<file path="src/rtl/lmfs_pkg.sv">
// ----------------------------------------------------------------------------
// lmfs_pkg
// Shared types, constants and helpers for the LED matrix frame store.
// ----------------------------------------------------------------------------
package lmfs_pkg;

  localparam int DEF_PANEL_WIDTH  = 8;
  localparam int DEF_PANEL_HEIGHT = 8;

  localparam int CFG_DATA_W = 10;

  localparam logic [7:0] BRIGHT_RESET = 8'd255;
  localparam logic [9:0] GAP_RESET    = 10'd100;
  localparam logic [15:0] ROUND_BIAS  = 16'd127;

  // register indexes on the configuration port
  localparam logic CFG_BRIGHTNESS = 1'b0;
  localparam logic CFG_FRAME_GAP  = 1'b1;

  typedef enum logic [1:0] {
    CMD_SET_PIXEL = 2'd0,
    CMD_CLEAR     = 2'd1,
    CMD_SHOW      = 2'd2,
    CMD_TICK      = 2'd3
  } cmd_t;

  typedef struct packed {
    cmd_t       cmd;
    logic [7:0] col_x;
    logic [7:0] row_y;
    logic [7:0] red_in;
    logic [7:0] green_in;
    logic [7:0] blue_in;
  } in_item_t;

  typedef struct packed {
    logic [31:0] led_word;
    logic        last_word;
    logic        busy_res;
  } out_item_t;

  // controller -> datapath
  typedef struct packed {
    logic load_in;      // latch item, register channel products
    logic wr_pix;       // write scaled pixel if on the panel
    logic clr;          // drop every stored entry
    logic tick;         // millisecond tick on the gap counter
    logic gap_load;     // show accepted: restart gap
    logic idx_clr;
    logic idx_inc;
    logic rd_en;        // read store at scan index
    logic out_word;     // load output register with scanned word
    logic out_busy;     // load output register with busy result
  } dp_cmd_t;

  // datapath -> controller
  typedef struct packed {
    logic gap_zero;
    logic idx_last;
    logic out_free;
  } dp_stat_t;

  // exact p / 255 (callers add the 127 bias to round) for p below 65280
  function automatic logic [7:0] div255(input logic [15:0] p);
    logic [16:0] t;
    t = {1'b0, p} + {9'd0, p[15:8]} + 17'd1;
    return t[15:8];
  endfunction

endpackage

</file>
<file path="src/rtl/lmfs_dp.sv">
// ----------------------------------------------------------------------------
// lmfs_dp
// Datapath: config registers, channel scaling, frame store, gap counter and
// output register.
// ----------------------------------------------------------------------------
module lmfs_dp import lmfs_pkg::*; #(
  parameter int PANEL_WIDTH  = DEF_PANEL_WIDTH,
  parameter int PANEL_HEIGHT = DEF_PANEL_HEIGHT
) (
  input  logic                  clk,
  input  logic                  rst_n,
  input  in_item_t              in_data,
  input  logic                  cfg_we,
  input  logic                  cfg_index,
  input  logic [CFG_DATA_W-1:0] cfg_wdata,
  input  dp_cmd_t               cmd,
  output dp_stat_t              stat,
  output logic                  out_valid,
  input  logic                  out_ready,
  output out_item_t             out_data
);

  localparam int DEPTH = PANEL_WIDTH * PANEL_HEIGHT;
  localparam int IDX_W = (DEPTH > 1) ? $clog2(DEPTH) : 1;

  logic [7:0]  bright_r;
  logic [9:0]  gap_cfg_r;
  logic [9:0]  gap_r;

  logic [15:0] red_p_r, green_p_r, blue_p_r;
  logic [7:0]  x_r, y_r;

  logic [23:0]      mem [DEPTH];
  logic [DEPTH-1:0] valid_r;
  logic [23:0]      rd_data_r;
  logic             rd_valid_r;

  logic [IDX_W-1:0] idx_r;
  logic [15:0]      pix_full;
  logic [IDX_W-1:0] pix_idx;
  logic             pix_ok;
  logic [23:0]      pix_val;

  logic      out_valid_r;
  out_item_t out_data_r;

  // configuration
  always_ff @(posedge clk) begin
    if (!rst_n) begin
      bright_r  <= BRIGHT_RESET;
      gap_cfg_r <= GAP_RESET;
    end else if (cfg_we) begin
      unique case (cfg_index)
        CFG_BRIGHTNESS: bright_r  <= cfg_wdata[7:0];
        CFG_FRAME_GAP:  gap_cfg_r <= cfg_wdata;
        default: ;
      endcase
    end
  end

  // first stage of a set-pixel: products plus rounding bias
  always_ff @(posedge clk) begin
    if (cmd.load_in) begin
      red_p_r   <= {8'd0, in_data.red_in}   * {8'd0, bright_r} + ROUND_BIAS;
      green_p_r <= {8'd0, in_data.green_in} * {8'd0, bright_r} + ROUND_BIAS;
      blue_p_r  <= {8'd0, in_data.blue_in}  * {8'd0, bright_r} + ROUND_BIAS;
      x_r       <= in_data.col_x;
      y_r       <= in_data.row_y;
    end
  end

  // column-major placement
  assign pix_full = {8'd0, x_r} * 16'(PANEL_HEIGHT) + {8'd0, y_r};
  assign pix_idx  = pix_full[IDX_W-1:0];
  assign pix_ok   = (x_r < 8'(PANEL_WIDTH)) && (y_r < 8'(PANEL_HEIGHT));
  assign pix_val  = {div255(red_p_r), div255(green_p_r), div255(blue_p_r)};

  always_ff @(posedge clk) begin
    if (cmd.wr_pix && pix_ok) begin
      mem[pix_idx] <= pix_val;
    end
    if (cmd.rd_en) begin
      rd_data_r <= mem[idx_r];
    end
  end

  // an entry never written since reset or clear reads as zero
  always_ff @(posedge clk) begin
    if (!rst_n || cmd.clr) begin
      valid_r <= '0;
    end else if (cmd.wr_pix && pix_ok) begin
      valid_r[pix_idx] <= 1'b1;
    end
  end

  always_ff @(posedge clk) begin
    if (!rst_n) begin
      rd_valid_r <= 1'b0;
    end else if (cmd.rd_en) begin
      rd_valid_r <= valid_r[idx_r];
    end
  end

  // scan index
  always_ff @(posedge clk) begin
    if (!rst_n || cmd.idx_clr) begin
      idx_r <= '0;
    end else if (cmd.idx_inc) begin
      idx_r <= idx_r + IDX_W'(1);
    end
  end

  // frame gap counter
  always_ff @(posedge clk) begin
    if (!rst_n) begin
      gap_r <= '0;
    end else if (cmd.gap_load) begin
      gap_r <= gap_cfg_r;
    end else if (cmd.tick && gap_r != '0) begin
      gap_r <= gap_r - 10'd1;
    end
  end

  // output register
  always_ff @(posedge clk) begin
    if (!rst_n) begin
      out_valid_r <= 1'b0;
    end else if (cmd.out_word || cmd.out_busy) begin
      out_valid_r <= 1'b1;
    end else if (out_ready) begin
      out_valid_r <= 1'b0;
    end
  end

  always_ff @(posedge clk) begin
    if (cmd.out_word) begin
      out_data_r.led_word  <= rd_valid_r ? {rd_data_r, 8'd0} : 32'd0;
      out_data_r.last_word <= stat.idx_last;
      out_data_r.busy_res  <= 1'b0;
    end else if (cmd.out_busy) begin
      out_data_r.led_word  <= 32'd0;
      out_data_r.last_word <= 1'b0;
      out_data_r.busy_res  <= 1'b1;
    end
  end

  assign stat.gap_zero = (gap_r == '0);
  assign stat.idx_last = (idx_r == IDX_W'(DEPTH - 1));
  assign stat.out_free = !out_valid_r || out_ready;

  assign out_valid = out_valid_r;
  assign out_data  = out_data_r;

  a_no_overwrite: assert property (@(posedge clk) disable iff (!rst_n)
    (cmd.out_word || cmd.out_busy) |-> (!out_valid_r || out_ready))
    else $error("pending result overwritten");

  a_gap_restart: assert property (@(posedge clk) disable iff (!rst_n)
    cmd.gap_load |=> (gap_r == $past(gap_cfg_r)))
    else $error("gap counter not restarted on show");

  a_busy_empty: assert property (@(posedge clk) disable iff (!rst_n)
    (out_valid_r && out_data_r.busy_res) |->
      (out_data_r.led_word == 32'd0 && !out_data_r.last_word))
    else $error("busy result carries pixel data");

  a_rd_wr_apart: assert property (@(posedge clk) disable iff (!rst_n)
    !(cmd.rd_en && (cmd.wr_pix || cmd.clr)))
    else $error("store scanned while being modified");

endmodule

</file>
<file path="src/rtl/lmfs_ctrl.sv">
// ----------------------------------------------------------------------------
// lmfs_ctrl
// Controller: decodes accepted items and sequences set-pixel and show scans.
// ----------------------------------------------------------------------------
module lmfs_ctrl import lmfs_pkg::*; (
  input  logic     clk,
  input  logic     rst_n,
  input  logic     in_valid,
  output logic     in_ready,
  input  cmd_t     in_cmd,
  input  dp_stat_t stat,
  output dp_cmd_t  cmd
);

  typedef enum logic [4:0] {
    S_IDLE = 5'b00001,
    S_SET  = 5'b00010,
    S_RD   = 5'b00100,
    S_LD   = 5'b01000,
    S_BUSY = 5'b10000
  } state_t;

  state_t state_r, state_nxt;
  logic   accept;

  assign in_ready = (state_r == S_IDLE);
  assign accept   = in_valid && in_ready;

  always_comb begin
    state_nxt = state_r;
    cmd       = '0;
    unique case (state_r)
      S_IDLE: begin
        if (accept) begin
          unique case (in_cmd)
            CMD_SET_PIXEL: begin
              cmd.load_in = 1'b1;
              state_nxt   = S_SET;
            end
            CMD_CLEAR: cmd.clr = 1'b1;
            CMD_SHOW: begin
              if (stat.gap_zero) begin
                cmd.gap_load = 1'b1;
                cmd.idx_clr  = 1'b1;
                state_nxt    = S_RD;
              end else begin
                state_nxt = S_BUSY;
              end
            end
            CMD_TICK: cmd.tick = 1'b1;
            default: ;
          endcase
        end
      end
      S_SET: begin
        cmd.wr_pix = 1'b1;
        state_nxt  = S_IDLE;
      end
      S_RD: begin
        cmd.rd_en = 1'b1;
        state_nxt = S_LD;
      end
      S_LD: begin
        if (stat.out_free) begin
          cmd.out_word = 1'b1;
          if (stat.idx_last) begin
            state_nxt = S_IDLE;
          end else begin
            cmd.idx_inc = 1'b1;
            state_nxt   = S_RD;
          end
        end
      end
      S_BUSY: begin
        if (stat.out_free) begin
          cmd.out_busy = 1'b1;
          state_nxt    = S_IDLE;
        end
      end
      default: state_nxt = S_IDLE;
    endcase
  end

  always_ff @(posedge clk) begin
    if (!rst_n) begin
      state_r <= S_IDLE;
    end else begin
      state_r <= state_nxt;
    end
  end

  a_show_starts_scan: assert property (@(posedge clk) disable iff (!rst_n)
    (accept && in_cmd == CMD_SHOW && stat.gap_zero) |=> (state_r == S_RD))
    else $error("accepted show did not start a scan");

  a_early_show_busy: assert property (@(posedge clk) disable iff (!rst_n)
    (accept && in_cmd == CMD_SHOW && !stat.gap_zero) |=> (state_r == S_BUSY))
    else $error("early show not refused");

  a_set_two_cycles: assert property (@(posedge clk) disable iff (!rst_n)
    (accept && in_cmd == CMD_SET_PIXEL) |=> (cmd.wr_pix && !in_ready))
    else $error("set-pixel write not issued after accept");

endmodule

</file>
<file path="src/rtl/led_matrix_frame_store.sv">
// ----------------------------------------------------------------------------
// led_matrix_frame_store
// RGB frame store for a small LED matrix with brightness scaling and a
// rate-limited show scan.
// ----------------------------------------------------------------------------
// Input items (in_valid/in_ready) carry a command: set pixel, clear, show or a
// millisecond tick. Set pixel registers the channel products, then writes the
// store; clear and tick are carried out as they are accepted. Off-panel pixels
// are dropped without any result.
// A show with the frame gap elapsed emits PANEL_WIDTH*PANEL_HEIGHT words on
// out_valid/out_ready, the last marked with last_word; each word is a store
// read, then an output register load. An early show returns one item with
// busy_res set and no pixel data.
// Results leave through an output register: a stalled receiver holds the
// scan, and the next input item is taken while the final result still waits.
// Reset clears the store at once (per-entry valid bits), the gap counter to
// zero, and the registers to brightness 255 and a gap of 100 ticks.
// The configuration port (cfg_we, cfg_index, cfg_wdata) writes a register
// directly and should be used only while the block is idle.
// ----------------------------------------------------------------------------
module led_matrix_frame_store import lmfs_pkg::*; #(
  parameter int PANEL_WIDTH  = DEF_PANEL_WIDTH,
  parameter int PANEL_HEIGHT = DEF_PANEL_HEIGHT
) (
  input  logic                  clk,
  input  logic                  rst_n,
  input  logic                  in_valid,
  output logic                  in_ready,
  input  in_item_t              in_data,
  output logic                  out_valid,
  input  logic                  out_ready,
  output out_item_t             out_data,
  input  logic                  cfg_we,
  input  logic                  cfg_index,
  input  logic [CFG_DATA_W-1:0] cfg_wdata
);

  dp_cmd_t  dp_cmd;
  dp_stat_t dp_stat;

  lmfs_ctrl u_ctrl (
    .clk      (clk),
    .rst_n    (rst_n),
    .in_valid (in_valid),
    .in_ready (in_ready),
    .in_cmd   (in_data.cmd),
    .stat     (dp_stat),
    .cmd      (dp_cmd)
  );

  lmfs_dp #(
    .PANEL_WIDTH  (PANEL_WIDTH),
    .PANEL_HEIGHT (PANEL_HEIGHT)
  ) u_dp (
    .clk       (clk),
    .rst_n     (rst_n),
    .in_data   (in_data),
    .cfg_we    (cfg_we),
    .cfg_index (cfg_index),
    .cfg_wdata (cfg_wdata),
    .cmd       (dp_cmd),
    .stat      (dp_stat),
    .out_valid (out_valid),
    .out_ready (out_ready),
    .out_data  (out_data)
  );

endmodule
</file>
<file path="config.mk">
export PLATFORM = sky130hd
export DESIGN_NAME = led_matrix_frame_store
export DESIGN_NICKNAME = d
export VERILOG_FILES = /design/src/rtl/lmfs_pkg.sv /design/src/rtl/lmfs_dp.sv /design/src/rtl/lmfs_ctrl.sv /design/src/rtl/led_matrix_frame_store.sv
export SDC_FILE = /design/constraint.sdc
export NUM_CORES = 2
export LEC_CHECK = 0
export ABC_AREA = 1
export ABC_CLOCK_PERIOD_IN_PS = 12150
export BUFFER_PORTS_ARGS = -buffer_cell sky130_fd_sc_hd__clkbuf_2
export CAP_MARGIN = 10
export CELL_PAD_IN_SITES_DETAIL_PLACEMENT = 1
export CELL_PAD_IN_SITES_GLOBAL_PLACEMENT = 1
export CORE_MARGIN = 2
export CORE_UTILIZATION = 56
export CTS_CLUSTER_SIZE = 20
export DETAILED_ROUTE_END_ITERATION = 7
export GPL_TIMING_DRIVEN = 0
export PLACE_DENSITY = 0.85
export SYNTH_ARGS = -nofsm -noshare
export SYNTH_HDL_FRONTEND = slang
export SYNTH_SLANG_ARGS = --single-unit
export TNS_END_PERCENT = 10
</file>
<file path="constraint.sdc">
create_clock -name clk -period 12.15 [get_ports clk]
set_input_delay 1.215 -clock clk [delete_from_list [all_inputs] [get_ports clk]]
set_output_delay 1.215 -clock clk [all_outputs]
set_load 0.005 [all_outputs]
</file>
==> metrics.log <==
INFO  metric warnings_synthesis = 0
INFO  metric initial_antenna_violation_count = 32
INFO  metric wl_per_cell = 36.2 um
INFO  metric grt-ovfl-total = 0
INFO  metric die_w = 375 um
INFO  metric htree_num_levels = 4
INFO  metric route.antenna.remaining_nets = 0
INFO  metric totalNegativeSetupSlack = 0 ns
INFO  metric post-cts-setup-buffer-count = 0
INFO  metric layout_min_cycle_time = ~5.6 ns
INFO  metric synth_sequential_area_ratio = 0.669
INFO  metric drt-vias-per-instance = 6.91
INFO  metric tritoncts = yes
INFO  metric port_buffer_count = 61
INFO  metric power_density = 201 nW/um2
INFO  metric fillers = between 10000 and 15000
INFO  metric required = 12.74 ns
INFO  metric dr.pass1.iters = 7
INFO  metric max_cap_violations = 0
INFO  metric postSynthAreaPerCell = roughly 11 um2
INFO  metric route.vias.total = 62600
INFO  metric area_growth = 13.7%
INFO  metric postSynthCellCount = around 6800
INFO  metric worst_hold_path_type = flip-flop to flip-flop
INFO  metric design.final.nets = 7424
INFO  metric finalCritPeriodShare = 0.459
INFO  metric crit_path_start_kind = flip-flop
INFO  metric power.ir.vdd_worst = 0.000203 V
INFO  metric vias_in_the_first_global_route = approximately 63000
INFO  metric drive_above_1_share = 0.0939
INFO  metric dp_hpwl = 214000 um
INFO  metric dieArea = 141000 um2
INFO  metric worstSetupEndpointType = flip-flop
INFO  metric netlist_area = 77200 um2
INFO  metric cts.root.buffer_cell = clkbuf_16
INFO  metric violations = DRC
INFO  metric fp.dieH = between 300 and 400 um
INFO  metric maximum_number_of_pins_on_one_net_before_global_route_repair = 65
INFO  metric cts_buffer_depth = 3
INFO  metric totalWireLength = 328000 um
INFO  metric worstMarginPinSlew = 1.35 ns
INFO  metric cts_repair_resize_count = 0
INFO  metric remaining_drc_errors = 1
INFO  metric cts.hold.buffers_added = 0
INFO  metric p_leak = 32.4 nW
INFO  metric clock-sinks = 1755
INFO  metric hold_violations = 0
INFO  metric clk_pin_slew = 0.06 ns
INFO  metric coreArea = about 140000 um2
INFO  metric initial_utilization = 0.563
INFO  metric place.gp.congestion = 1.03
INFO  metric final_max_tran_viols = 0
INFO  metric cts_inserted_buffers = 177
INFO  metric slew-limit-headroom = 0.102
INFO  metric fin_worst_skew = 0.0382 ns
INFO  metric fmax = 179 MHz
INFO  metric run_status = complete, but fails checks
INFO  metric cp.arrival = between 6 and 7 ns
INFO  metric grt_setup_unrepaired = no
INFO  metric row_count = 136
INFO  metric synth_cell_types = 50
INFO  metric worst-path-max-fanout = 10
INFO  metric report.final.setup_viol = 0
INFO  metric clock_latency = 0.88 ns
INFO  metric io-pin-count = 94
INFO  metric grt_first_pass_wirelength = 450000 um
INFO  metric groute.usage.overall = 0.453
INFO  metric synth.ff_latch_count = 1755
INFO  metric critical_path_class = flip-flop to flip-flop
INFO  metric finalCoreUtilization = 0.640
INFO  metric first_iteration_detailed_routing_drc_count = 11100
-- per-layer routing --
metal / vias up / global-route usage / part of all wire
li1: 24300 / - / -
met1: 30700 / 0.547 / 0.32
met2: 6004 / 0.683 / 0.44
met3: 1674 / 0.138 / 0.15
met4: 30 / 0.350 / 0.098
met5: - / 0 / 0.00073
-- power breakdown --
group          internal (mW)  total [mW]  switching, mW
sequential              7.62        7.71         0.0963
clock                   2.93        5.49           2.56
combinational           1.36        4.48           3.12
-- synth_stat cells (all sizes together) --
cell / count / area, um2
and3: 1 / 6.26
clkbuf: 262 / 1000
nor3: 12 / 65.1
ha: 126 / 1580
and2: 2 / 12.5
clkinv: 63 / 236
or2: 7 / 46.3
o21a: 3 / 22.5
nand3b: 2 / 15.0
edfxtp: 1649 / 49500
a22oi: 1 / 7.51
xnor2: 18 / 158
buf: 150 / 892
inv: 385 / 1450
a21o: 9 / 67.6
nor4: 4 / 46.3
conb: 1 / 3.75
nor2: 1076 / 4280
xor2: 40 / 350
o211ai: 5 / 37.5
nand4: 20 / 125
o21ai: 862 / 4330
fa: 127 / 2540
dfxtp: 106 / 2120
o22ai: 384 / 2400
o21bai: 3 / 22.5
nand2: 1114 / 4190
a31oi: 4 / 25.0
nand3: 133 / 703
a21oi: 188 / 941
a211oi: 1 / 7.51
o31ai: 1 / 7.51
nor3b: 3 / 22.5
-- per-stage QoR --
step | cell area [um2] | hold slack (ns) | cells | power [mW] | setup slack [ns]
global placement | 79800 | 0.444 | 8624 | 11.5 | 1.07
floorplan | 77200 | 0.430 | 6769 | 10.1 | 4.01
global route | 87800 | 0.490 | 9058 | 18.0 | 6.26
CTS | 87300 | 0.463 | 9037 | 17.4 | 6.56
finish | 87800 | 0.466 | 9065 | 17.7 | 6.57
detailed placement | 81800 | 0.454 | 8707 | 12.1 | 6.51
-- sequential cells by signal, indices dropped and copies added (netlist names), 8 cells and up --
register and flops:
u_dp.mem 1536, u_dp.valid_r 64, u_dp.out_data 26, u_dp.rd_data_r 24, u_dp.blue_p_r 16, u_dp.green_p_r 16, u_dp.red_p_r 16, u_dp.gap_cfg_r 10
u_dp.gap_r 10, u_dp.bright_r 8, u_dp.x_r 8, u_dp.y_r 8
-- logic make-up after synthesis --
family,after synthesis,synth area share
simple gates,2374,0.123
flops,1755,0.669
xor+xnor,58,0.00658
other cells,1,0.0000486
buf+inv,860,0.0464
compound gates,1461,0.102
fa+ha+maj,253,0.0533
-- worst paths after layout --
path | startpoint | end | slack, ns | cells after the start
worst max-delay path | u_dp.bright_r[0] | u_dp.green_p_r[15] | 6.57 | 17
worst min-delay path | u_dp.valid_r[62] | u_dp.valid_r[62] | 0.47 | 2
worst max register to register | u_dp.bright_r[0] | u_dp.green_p_r[15] | 6.57 | 17
worst min register to register | u_dp.valid_r[62] | u_dp.valid_r[62] | 0.47 | 2
-- area by class of cell --
type / instances / area [um2] / area share
Tap cell: 1794 / 2240 / 0.0256
Multi-Input combinational cell: 4154 / 22300 / 0.254
Sequential cell: 1755 / 51600 / 0.588
Antenna cell: 7 / 17.5 / 0.000199
Inverter: 448 / 1690 / 0.0192
Timing Repair Buffer: 165 / 2510 / 0.0286
Clock inverter: 103 / 737 / 0.00839
Buffer: 412 / 1900 / 0.0216
Clock buffer: 227 / 4760 / 0.0542
-- layout by cell type, fill, tap and decap left out, drive strengths merged, types with 12 or more instances in the layout --
master and n:
a21oi 188, buf 254, clkbuf 550, clkinv 148
dfxtp 106, edfxtp 1649, fa 127, ha 126
inv 393, nand2 1114, nand3 133, nand4 20
nor2 1076, nor3 12, o21ai 862, o22ai 384
xnor2 18, xor2 40
-- critical path, stage by stage (launching register included) --
cell      delay (ns)
dfxtp_1         0.31
clkbuf_1        0.53
clkbuf_1        0.63
nand2_1         0.18
fa_1            0.57
inv_1           0.06
ha_1            0.31
fa_1            0.54
inv_1           0.06
fa_1            0.48
inv_1           0.04
ha_1            0.36
a21o_1          0.21
a31oi_1         0.40
o21ai_0         0.29
nand3_1         0.13
nand2_1         0.06
xor2_1          0.15
No activity file was read; power rests on OpenSTA's default activity.
